**src/design/tdda_pkg.sv**
```systemverilog
// Shared constants, types and state encoding for the three-axis DDA step generator.
package tdda_pkg;

  localparam int unsigned BufferDepth = 64;
  localparam int unsigned AccWidth    = 32;
  localparam int unsigned IdxW        = $clog2(BufferDepth);
  localparam int unsigned HalfDepth   = BufferDepth / 2;
  localparam int unsigned HalfW       = (HalfDepth > 1) ? $clog2(HalfDepth) : 1;
  localparam int unsigned NumAxes     = 3;
  localparam int unsigned AxisW       = $clog2(NumAxes);
  localparam int unsigned EntryW      = 2 * NumAxes;
  localparam int unsigned EntryIdxW   = $clog2(EntryW);
  localparam int unsigned ThrW        = 16;
  localparam int unsigned RateW       = 16;
  localparam int unsigned MagW        = RateW + 1;

  localparam logic [ThrW-1:0] ThrReset = ThrW'(1000);

  typedef enum logic [1:0] {
    StIdle,
    StTickOut,
    StFill
  } state_e;

  // Result of one accumulate-and-compare pass for one axis.
  typedef struct packed {
    logic [AccWidth-1:0] acc;
    logic                step;
  } acc_res_t;

endpackage

```
**src/design/tdda_acc_unit.sv**
```systemverilog
// Shared accumulate, saturate and threshold-compare unit used once per axis and entry.
module tdda_acc_unit
  import tdda_pkg::*;
(
  input  logic [AccWidth-1:0] acc_i,
  input  logic [MagW-1:0]     mag_i,
  input  logic [ThrW-1:0]     thr_i,
  output acc_res_t            res_o
);

  localparam logic [AccWidth-1:0] AccMax = '1;

  logic [AccWidth:0]   sum;
  logic [AccWidth+1:0] diff;
  logic                ovf;
  logic                ge;

  assign sum  = {1'b0, acc_i} + (AccWidth + 1)'(mag_i);
  assign diff = {1'b0, sum} - (AccWidth + 2)'(thr_i);
  assign ovf  = sum[AccWidth];
  assign ge   = ~diff[AccWidth+1];

  // A saturated sum is always above any threshold, so it steps from the maximum.
  always_comb begin
    if (ovf) begin
      res_o.acc  = AccMax - AccWidth'(thr_i);
      res_o.step = 1'b1;
    end else if (ge) begin
      res_o.acc  = diff[AccWidth-1:0];
      res_o.step = 1'b1;
    end else begin
      res_o.acc  = sum[AccWidth-1:0];
      res_o.step = 1'b0;
    end
  end

endmodule

```
**src/design/three_axis_dda_step_generator.sv**
```systemverilog
// Tick request: the entry is read into a read register at acceptance and then loaded into the
// output register; the input stalls until that load, longer while a stalled result holds it.
// Refill request: one axis of one entry per cycle through the shared accumulate unit for half
// the buffer, with the input stalled until that half is written; ignored if no half is due.
// Reset is asynchronous: threshold 1000, index, accumulators and directions zero, all pattern
// store entries marked invalid so that they read as zero until rewritten.
module three_axis_dda_step_generator
  import tdda_pkg::*;
(
  input  logic                    clk_i,
  input  logic                    rst_ni,
  input  logic                    cfg_valid_i,
  output logic                    cfg_ready_o,
  input  logic [ThrW-1:0]         cfg_data_i,
  input  logic                    in_valid_i,
  output logic                    in_stall_o,
  input  logic                    action_i,
  input  logic signed [RateW-1:0] rate_x_i,
  input  logic signed [RateW-1:0] rate_y_i,
  input  logic signed [RateW-1:0] rate_z_i,
  output logic                    out_valid_o,
  input  logic                    out_stall_i,
  output logic                    step_x_o,
  output logic                    step_y_o,
  output logic                    step_z_o,
  output logic                    dir_x_o,
  output logic                    dir_y_o,
  output logic                    dir_z_o,
  output logic                    refill_due_o
);

  state_e state_q, state_d;

  logic [ThrW-1:0]     thr_q;
  logic [IdxW-1:0]     play_idx_q, play_idx_d;
  logic                half_due_q;
  logic [AccWidth-1:0] acc_q [NumAxes];
  logic [NumAxes-1:0]  last_dir_q;
  logic [MagW-1:0]     mag_q [NumAxes];
  logic [NumAxes-1:0]  dir_q;
  logic [IdxW-1:0]     base_q;
  logic [HalfW-1:0]    ent_cnt_q;
  logic [AxisW-1:0]    axis_q;
  logic [EntryW-1:0]   entry_q, entry_cur;

  logic [EntryW-1:0]      mem [BufferDepth];
  logic [BufferDepth-1:0] mem_vld_q;
  logic [EntryW-1:0]      rd_data_q;
  logic                   rd_vld_q;
  logic [IdxW-1:0]        wr_addr;

  logic              out_valid_q;
  logic [EntryW-1:0] out_entry_q;
  logic              out_due_q;

  logic [RateW-1:0]   rate_arr [NumAxes];
  logic [MagW-1:0]    mag_in [NumAxes];
  logic [NumAxes-1:0] dir_in;

  logic     in_acc, tick_acc, refill_acc, out_free, out_load, fill_last_axis, fill_done;
  logic     step_bit;
  acc_res_t res;

  assign cfg_ready_o = 1'b1;
  assign in_stall_o  = (state_q != StIdle);
  assign in_acc      = in_valid_i & ~in_stall_o;
  assign tick_acc    = in_acc & ~action_i;
  assign refill_acc  = in_acc & action_i & half_due_q;
  assign out_free    = ~out_valid_q | ~out_stall_i;
  assign out_load    = (state_q == StTickOut) & out_free;

  assign fill_last_axis = (axis_q == AxisW'(NumAxes - 1));
  assign fill_done      = fill_last_axis & (ent_cnt_q == HalfW'(HalfDepth - 1));

  assign rate_arr[0] = rate_x_i;
  assign rate_arr[1] = rate_y_i;
  assign rate_arr[2] = rate_z_i;

  // Magnitude keeps the extra bit so that the most negative rate stays exact.
  always_comb begin
    for (int a = 0; a < NumAxes; a++) begin
      if (rate_arr[a][RateW-1]) begin
        mag_in[a] = MagW'(1 << RateW) - {1'b0, rate_arr[a]};
      end else begin
        mag_in[a] = {1'b0, rate_arr[a]};
      end
      dir_in[a] = ~rate_arr[a][RateW-1] & (rate_arr[a] != '0);
    end
  end

  always_comb begin
    if (play_idx_q == IdxW'(BufferDepth - 1)) begin
      play_idx_d = '0;
    end else begin
      play_idx_d = play_idx_q + IdxW'(1);
    end
  end

  always_comb begin
    state_d = state_q;
    case (state_q)
      StIdle: begin
        if (tick_acc) begin
          state_d = StTickOut;
        end else if (refill_acc) begin
          state_d = StFill;
        end
      end
      StTickOut: begin
        if (out_free) begin
          state_d = StIdle;
        end
      end
      StFill: begin
        if (fill_done) begin
          state_d = StIdle;
        end
      end
      default: state_d = StIdle;
    endcase
  end

  always_ff @(posedge clk_i or negedge rst_ni) begin
    if (!rst_ni) begin
      state_q <= StIdle;
    end else begin
      state_q <= state_d;
    end
  end

  tdda_acc_unit u_acc_unit (
    .acc_i (acc_q[axis_q]),
    .mag_i (mag_q[axis_q]),
    .thr_i (thr_q),
    .res_o (res)
  );

  // A direction change suppresses the step of that entry and axis.
  assign step_bit = res.step & (dir_q[axis_q] == last_dir_q[axis_q]);
  assign wr_addr  = base_q + IdxW'(ent_cnt_q);

  always_comb begin
    entry_cur = (axis_q == '0) ? '0 : entry_q;
    entry_cur[EntryIdxW'(axis_q)] = step_bit;
    entry_cur[EntryIdxW'(axis_q) + EntryIdxW'(NumAxes)] = dir_q[axis_q];
  end

  always_ff @(posedge clk_i or negedge rst_ni) begin
    if (!rst_ni) begin
      thr_q      <= ThrReset;
      play_idx_q <= '0;
      half_due_q <= 1'b0;
      last_dir_q <= '0;
      mem_vld_q  <= '0;
      rd_vld_q   <= 1'b0;
      ent_cnt_q  <= '0;
      axis_q     <= '0;
      for (int a = 0; a < NumAxes; a++) begin
        acc_q[a] <= '0;
      end
    end else begin
      if (cfg_valid_i && cfg_ready_o) begin
        thr_q <= cfg_data_i;
      end
      if (tick_acc) begin
        rd_vld_q   <= mem_vld_q[play_idx_q];
        play_idx_q <= play_idx_d;
        if (play_idx_d == '0 || play_idx_d == IdxW'(HalfDepth)) begin
          half_due_q <= 1'b1;
        end
      end
      if (refill_acc) begin
        half_due_q <= 1'b0;
        ent_cnt_q  <= '0;
        axis_q     <= '0;
      end
      if (state_q == StFill) begin
        acc_q[axis_q]      <= res.acc;
        last_dir_q[axis_q] <= dir_q[axis_q];
        if (fill_last_axis) begin
          mem_vld_q[wr_addr] <= 1'b1;
          ent_cnt_q          <= ent_cnt_q + HalfW'(1);
          axis_q             <= '0;
        end else begin
          axis_q <= axis_q + AxisW'(1);
        end
      end
    end
  end

  // Refill operands and the entry under construction.
  always_ff @(posedge clk_i) begin
    if (refill_acc) begin
      base_q <= (play_idx_q < IdxW'(HalfDepth)) ? IdxW'(HalfDepth) : '0;
      dir_q  <= dir_in;
      for (int a = 0; a < NumAxes; a++) begin
        mag_q[a] <= mag_in[a];
      end
    end
    if (state_q == StFill) begin
      entry_q <= entry_cur;
    end
  end

  always_ff @(posedge clk_i) begin
    if ((state_q == StFill) && fill_last_axis) begin
      mem[wr_addr] <= entry_cur;
    end
    if (tick_acc) begin
      rd_data_q <= mem[play_idx_q];
    end
  end

  always_ff @(posedge clk_i or negedge rst_ni) begin
    if (!rst_ni) begin
      out_valid_q <= 1'b0;
    end else if (out_load) begin
      out_valid_q <= 1'b1;
    end else if (!out_stall_i) begin
      out_valid_q <= 1'b0;
    end
  end

  always_ff @(posedge clk_i) begin
    if (out_load) begin
      out_entry_q <= rd_vld_q ? rd_data_q : '0;
      out_due_q   <= half_due_q;
    end
  end

  assign out_valid_o  = out_valid_q;
  assign step_x_o     = out_entry_q[0];
  assign step_y_o     = out_entry_q[1];
  assign step_z_o     = out_entry_q[2];
  assign dir_x_o      = out_entry_q[NumAxes];
  assign dir_y_o      = out_entry_q[NumAxes+1];
  assign dir_z_o      = out_entry_q[NumAxes+2];
  assign refill_due_o = out_due_q;

endmodule

```
**config.mk**
```make
export PLATFORM = sky130hd
export DESIGN_NAME = three_axis_dda_step_generator
export DESIGN_NICKNAME = d
export VERILOG_FILES = /design/src/design/tdda_pkg.sv /design/src/design/tdda_acc_unit.sv /design/src/design/three_axis_dda_step_generator.sv
export SDC_FILE = /design/constraint.sdc
export NUM_CORES = 1
export LEC_CHECK = 0
export ABC_CLOCK_PERIOD_IN_PS = 18100
export BUFFER_PORTS_ARGS = -buffer_cell sky130_fd_sc_hd__buf_2
export CAP_MARGIN = 5
export CELL_PAD_IN_SITES_DETAIL_PLACEMENT = 0
export CELL_PAD_IN_SITES_GLOBAL_PLACEMENT = 1
export CORE_ASPECT_RATIO = 1.25
export CORE_MARGIN = 4
export CORE_UTILIZATION = 35
export DETAILED_ROUTE_END_ITERATION = 10
export GPL_TIMING_DRIVEN = 0
export MAX_ROUTING_LAYER = met4
export PLACE_DENSITY = 0.65
export RECOVER_POWER = 50
export SYNTH_ARGS = -nofsm -noshare
export SYNTH_HDL_FRONTEND = slang
export SYNTH_HIERARCHICAL = 1
export SYNTH_SLANG_ARGS = --single-unit
```
**constraint.sdc**
```tcl
create_clock -name clk_i -period 18.1 [get_ports clk_i]
set_input_delay 3.62 -clock clk_i [delete_from_list [all_inputs] [get_ports clk_i]]
set_output_delay 3.62 -clock clk_i [all_outputs]
set_load 0.03 [all_outputs]
```
# == Word level (Yosys, flattened, before mapping) ==
# Memory sizes are Yosys's and may differ from the RTL's. A register that Yosys moved wholly into a read port is not among the register bits.
# Index checks and enable logic that the tools add are counted.
# classes
muxes,51
n_reduce_logical,20
eq_ne,11
bitwise,20
addsub,11
order_cmp,12
# ops
op,n
$bwmux W96,1
$mux W32,3
$mux W33,2
$bmux W32 S2,1
$demux W32 S2,1
$or A64 B64 Y64,1
$mux W17,3
$sub A17 B16 Y17 const A,3
$reduce_bool A16 Y1,3
$sub A33 B16 Y34,1
$add A32 B17 Y33,1
$mux W6,3
$sub A1 B17 Y18 const A,1
$mux W1,16
$mux W5,3
$lt A6 B7 Y1 const B,2
$mux W2,7
$bwmux W6,2
$eq A6 B6 Y1 const B,2
$and A1 B1 Y1,10
$reduce_bool A2 Y1,4
$not A1 Y1,7
$add A6 B1 Y6 const B,1
$add A6 B5 Y6,1
34 further kinds,46
# word_totals
reg_bits,219
elab_cells,145
out_inout_bits,10
input_bits,70
mem_count,2
ram_bits,435
# mem_list
memory,words,word_bits,rd,rd_ports_with_merged_regs,write_ports,line_no,rtl
mem,64,6,1,1,1,three_axis_dda_step_generator.sv:46,logic [EntryW-1:0] mem [BufferDepth];
mag_q,3,17,1,0,3,three_axis_dda_step_generator.sv:39,logic [MagW-1:0] mag_q [NumAxes];

# == Longest topological paths before layout ==
# logic_depth
ltp_word,11
ltp_mapped,27
depth_no_buf,23

# == Cells and area by module ==
# The synthesis kept the hierarchy.
# modules_own_cells
mod,area_each_um2,instances,seq_area_each_um2,cells_each
three_axis_dda_step_generator,27099.7,1,18690.4,1663
tdda_acc_unit,3126.7,1,0.0,480

# == Least setup slack after synthesis ==
# OpenSTA, ideal clock, no wires.
# synth_path
kind,register to register
startpoint,reg axis_q[0]
endpoint,reg entry_q[2] (data pin)
arrival_time_ns,6.433
path_stages_with_launch,22
required_time_ns,17.531
setup_time_ns,0.569
path_buffers,3
path_slack_ns,11.098
synth_period_minus_slack_ns,7.002
cell_sequence,dfrtp_1 -> clkbuf_1 -> buf_1 -> mux2i_1 -> o21ai_0 -> ha_1 -> a21o_1 -> a21oi_1 -> a211oi_1 -> or3_1 -> xor2_1 -> ha_1 -> and3_1 -> nand2_1 -> o21ai_0 -> nand4_1 -> nand4_1 -> nor3_2 -> buf_2 -> nand2_1 -> a32oi_1 -> mux2i_1
# synth_lines
item,line_no,rtl
"start, declared",three_axis_dda_step_generator.sv:43,logic [AxisW-1:0] axis_q;
"start signal, assigned",three_axis_dda_step_generator.sv:185,axis_q <= axis_q + AxisW'(1);
"end signal, assigned",three_axis_dda_step_generator.sv:201,entry_q <= entry_cur;
"end, declared",three_axis_dda_step_generator.sv:44,"logic [EntryW-1:0] entry_q, entry_cur;"

==> flow_results.xml <==
<?xml version="1.0" encoding="UTF-8"?>
<metrics>
  <group name="status">
    <metric name="outcome" unit="">finished with violations</metric>
    <metric name="failed_checks" unit="">max-capacitance violations, max-slew violations</metric>
  </group>
  <group name="yosys">
    <metric name="postSynthAreaPerCell" unit="um^2">14.10</metric>
    <metric name="synthesis.area" unit="um^2">30230</metric>
    <metric name="ys_seq_area_frac" unit="">0.6183</metric>
    <metric name="synth-edff-count" unit="">458</metric>
    <metric name="yosys_most_used_dff" unit="">sky130_fd_sc_hd__edfxtp_1</metric>
    <metric name="syn-instance-count" unit="">2143</metric>
    <metric name="ys_types" unit="">75</metric>
    <metric name="synth-seq-cells" unit="">655</metric>
    <metric name="async_reset_ff_frac" unit="">0.3008</metric>
    <metric name="yosys_warnings" unit="">6</metric>
  </group>
  <group name="cells_and_area">
    <metric name="mostFrequentLayoutCell" unit="">sky130_fd_sc_hd__edfxtp_1</metric>
    <metric name="final.fill_count" unit="">7951</metric>
    <metric name="areaGrowthSynthToFinish" unit="%">14.19</metric>
    <metric name="post-route-util" unit="">0.4026</metric>
    <metric name="most_frequent_cells_in_the_layout" unit="">sky130_fd_sc_hd__edfxtp_1 (458), sky130_fd_sc_hd__nand2_1 (241), sky130_fd_sc_hd__dfrtp_1 (191), sky130_fd_sc_hd__mux4_2 (132), sky130_fd_sc_hd__nor2_1 (118)</metric>
    <metric name="post_route_cells_drive_above_1_share" unit="">0.2044</metric>
    <metric name="design.final.nets" unit="">2419</metric>
    <metric name="antennaDiodeCount" unit="">0</metric>
    <metric name="seqCellArea" unit="um^2">18690</metric>
    <metric name="area_used_by_multi_input_combinational_logic" unit="um^2">10900</metric>
  </group>
  <group name="clock_network">
    <metric name="hold_buffers" unit="">0</metric>
    <metric name="htree_levels" unit="">3</metric>
    <metric name="cts_buffers" unit="">68</metric>
    <metric name="clk_path_buf_depth" unit="">3</metric>
    <metric name="post_cts_resized" unit="">0</metric>
    <metric name="root_buffer" unit="">sky130_fd_sc_hd__clkbuf_16</metric>
    <metric name="clk_latency" unit="ns">0.63</metric>
    <metric name="cts.clk_slew.worst_paths" unit="ns">0.06</metric>
    <metric name="clock_sinks" unit="">655</metric>
    <metric name="tritoncts" unit="">done</metric>
    <metric name="cts_post_setup_buffers_inserted" unit="">0</metric>
  </group>
  <group name="timing">
    <metric name="setup_violations" unit="">0</metric>
    <metric name="worst_pin_slew" unit="ns">4.598</metric>
    <metric name="slew_violations" unit="">160</metric>
    <metric name="fmax" unit="GHz">0.1211</metric>
    <metric name="slew-limit-headroom" unit="">-2.065</metric>
    <metric name="layout_worst_path_cycle_share" unit="">0.4563</metric>
    <metric name="worst_clock_skew" unit="ns">0.04077</metric>
    <metric name="whs" unit="ns">0.4574</metric>
    <metric name="min_period" unit="ns">8.258</metric>
    <metric name="rsz0062_at_grt" unit="">no</metric>
    <metric name="final.setup.tns" unit="ns">0</metric>
    <metric name="report.final.hold_viol_count" unit="">0</metric>
  </group>
  <group name="global_route">
    <metric name="grt_overflow_total" unit="">0</metric>
    <metric name="grt_antenna_before_repair" unit="">0</metric>
    <metric name="vias_in_the_first_global_route" unit="">18889</metric>
    <metric name="grt_start_max_net_pins" unit="">121</metric>
    <metric name="all_layer_gr_usage" unit="">0.1737</metric>
    <metric name="grt_first_pass_wirelength" unit="um">117500</metric>
  </group>
  <group name="worst_setup_path">
    <metric name="critPathSlowestCell" unit="">sky130_fd_sc_hd__clkbuf_1</metric>
    <metric name="critical_path_rt" unit="ns">18.44</metric>
    <metric name="endpoint_kind" unit="">register</metric>
    <metric name="critical_path.n_buffers_inverters" unit="">6</metric>
    <metric name="critical_path_peak_fanout" unit="">34</metric>
    <metric name="critical_path.top_delay_family" unit="">buffers and inverters</metric>
    <metric name="crit_top_cell" unit="">sky130_fd_sc_hd__clkbuf_1</metric>
    <metric name="setup.worst_path.start_class" unit="">register</metric>
    <metric name="slowest_delay" unit="ns">0.50</metric>
    <metric name="arrival_time_of_the_worst_setup_path" unit="ns">8.59</metric>
    <metric name="setup.worst_path.class" unit="">reg -&gt; reg</metric>
  </group>
  <group name="drt">
    <metric name="drcViolationCount" unit="">0</metric>
    <metric name="pre_repair_dr_iteration_count" unit="">5</metric>
    <metric name="total_routed_length" unit="um">77080</metric>
    <metric name="routed-via-count" unit="">18207</metric>
    <metric name="via_per_inst" unit="">5.184</metric>
    <metric name="wl_per_cell" unit="um">21.95</metric>
    <metric name="drtAntennaViolNets" unit="">0</metric>
    <metric name="detail_route.iter0.violations" unit="">1185</metric>
  </group>
  <group name="floorplan">
    <metric name="chip_height" unit="um">336.6</metric>
    <metric name="die_area" unit="um^2">91160</metric>
    <metric name="row_count" unit="">120</metric>
    <metric name="core_area" unit="um^2">85730</metric>
    <metric name="initial_cell_density_of_the_core" unit="">0.3526</metric>
    <metric name="floorplan.die.width" unit="um">270.9</metric>
    <metric name="io_pins" unit="">80</metric>
  </group>
  <group name="power">
    <metric name="power_density_over_cell_area" unit="nW/um^2">204.0</metric>
    <metric name="vdd.ir_drop.worst" unit="mV">0.1899</metric>
    <metric name="static-leakage-power" unit="uW">0.01256</metric>
  </group>
  <group name="run">
    <metric name="maxCapViolations" unit="">3</metric>
  </group>
  <group name="placement">
    <metric name="gp_congestion" unit="">0.8974</metric>
    <metric name="dp_hpwl" unit="um">56570</metric>
    <metric name="buffers_on_ports" unit="">77</metric>
  </group>
  <group name="worst_hold_path">
    <metric name="min-delay-path-class" unit="">reg -&gt; reg</metric>
  </group>
</metrics>
[worst reg2reg max path: cells and delay by family (launching register included)]
family	cells	cell delay, ns
flip-flops	1	0.41
XOR/XNOR	1	0.27
buffers and inverters	6	2.24
adder cells (fa/ha/maj)	2	0.83
AO/OA/AOI/OAI	7	1.97
AND/OR/NAND/NOR	9	1.87
multiplexers	1	0.35
[cells in the mapped netlist, drive strengths merged (14+ instances only)]
master,instances,area share
nand4,15,0.0031
dfrtp,191,0.16
xnor2,68,0.020
o31ai,19,0.0047
mux2,83,0.031
a21o,18,0.0045
mux2i,79,0.026
nor3,24,0.0048
or2,41,0.0086
o21bai,25,0.0062
nand2,241,0.030
nand3,29,0.0048
xor2,14,0.0041
a21oi,71,0.012
clkbuf,70,0.0087
ha,45,0.019
edfxtp,458,0.46
and3,15,0.0031
and2,23,0.0048
o21ai,100,0.017
nor2b,22,0.0046
inv,45,0.0056
nand2b,16,0.0033
buf,44,0.0085
nor2,119,0.015
mux4,132,0.098
[per-stage QoR]
stage                     total power (uW)  instances  instance area (um^2)  worst slack, ns
after floorplan                       4469       2145                 30230            11.10
after global placement                5600       3381                 32070            6.772
after detailed placement              5706       3390                 32330            9.885
after CTS                             7125       3511                 34570            9.846
after global routing                  7460       3512                 34510            9.457
final                                 7039       3512                 34510            9.842
[final timing paths]
| kind | endpoint | startpoint | slack [ns] | depth (start not counted) |
|---|---|---|---|---|
| worst max-delay path | mem[25][2] | axis_q[0] | 9.84 | 26 |
| worst min-delay path | mem_vld_q[23] | mem_vld_q[23] | 0.46 | 1 |
| worst max register to register | mem[25][2] | axis_q[0] | 9.84 | 26 |
| worst min register to register | mem_vld_q[23] | mem_vld_q[23] | 0.46 | 1 |
| max in group asynchronous | acc_q[91] | rst_ni | 10.86 | 1 |
| min in group asynchronous | out_valid_o | rst_ni | 4.65 | 1 |
[logic make-up (layout without fill, tap and decap cells)]
| group | Yosys count | after routing | synth area share |
|---|---|---|---|
| and+or+nand+nor | 584 | 584 | 0.09169 |
| buffers and inverters | 160 | 368 | 0.02289 |
| AOI/OAI and AO/OA | 319 | 319 | 0.06768 |
| adders and majority gates | 47 | 47 | 0.01995 |
| xor gates and xnor gates | 82 | 82 | 0.02376 |
| other | 2 | 4 | 0.0002485 |
| DFF | 655 | 655 | 0.6183 |
| muxes | 294 | 294 | 0.1554 |
[flip-flops by register name, summed over array words and instances, names as in the netlist, 6 cells and up]
register     count
entry_q          6
mem_vld_q       64
play_idx_q       6
thr_q           16
out_entry_q      6
mem            384
acc_q           96
rd_data_q        6
mag_q           51
[per-layer routing]
layer	wire length, um	global-route usage
met5	0	-
met4	2644	0.06097
met3	2914	0.02157
met2	39890	0.3027
met1	31630	0.2096
[final cells by class]
class                      instances  area share
multi-input combinational       1330      0.3158
clock inverter                    30     0.01156
clock buffer                      91     0.05329
tap                             1159     0.04202
buffer                           114     0.01494
sequential                       655      0.5415
timing repair buffer              87     0.01588
inverter                          46    0.005003
[report_power, final]
part           total, uW  internal (uW)  switching [uW]
clock               1390            798             595
combinational       3600           1320            2270
sequential          2050           1980            69.1
total               7040           4100            2940
No activity file was read; power rests on OpenSTA's default activity.
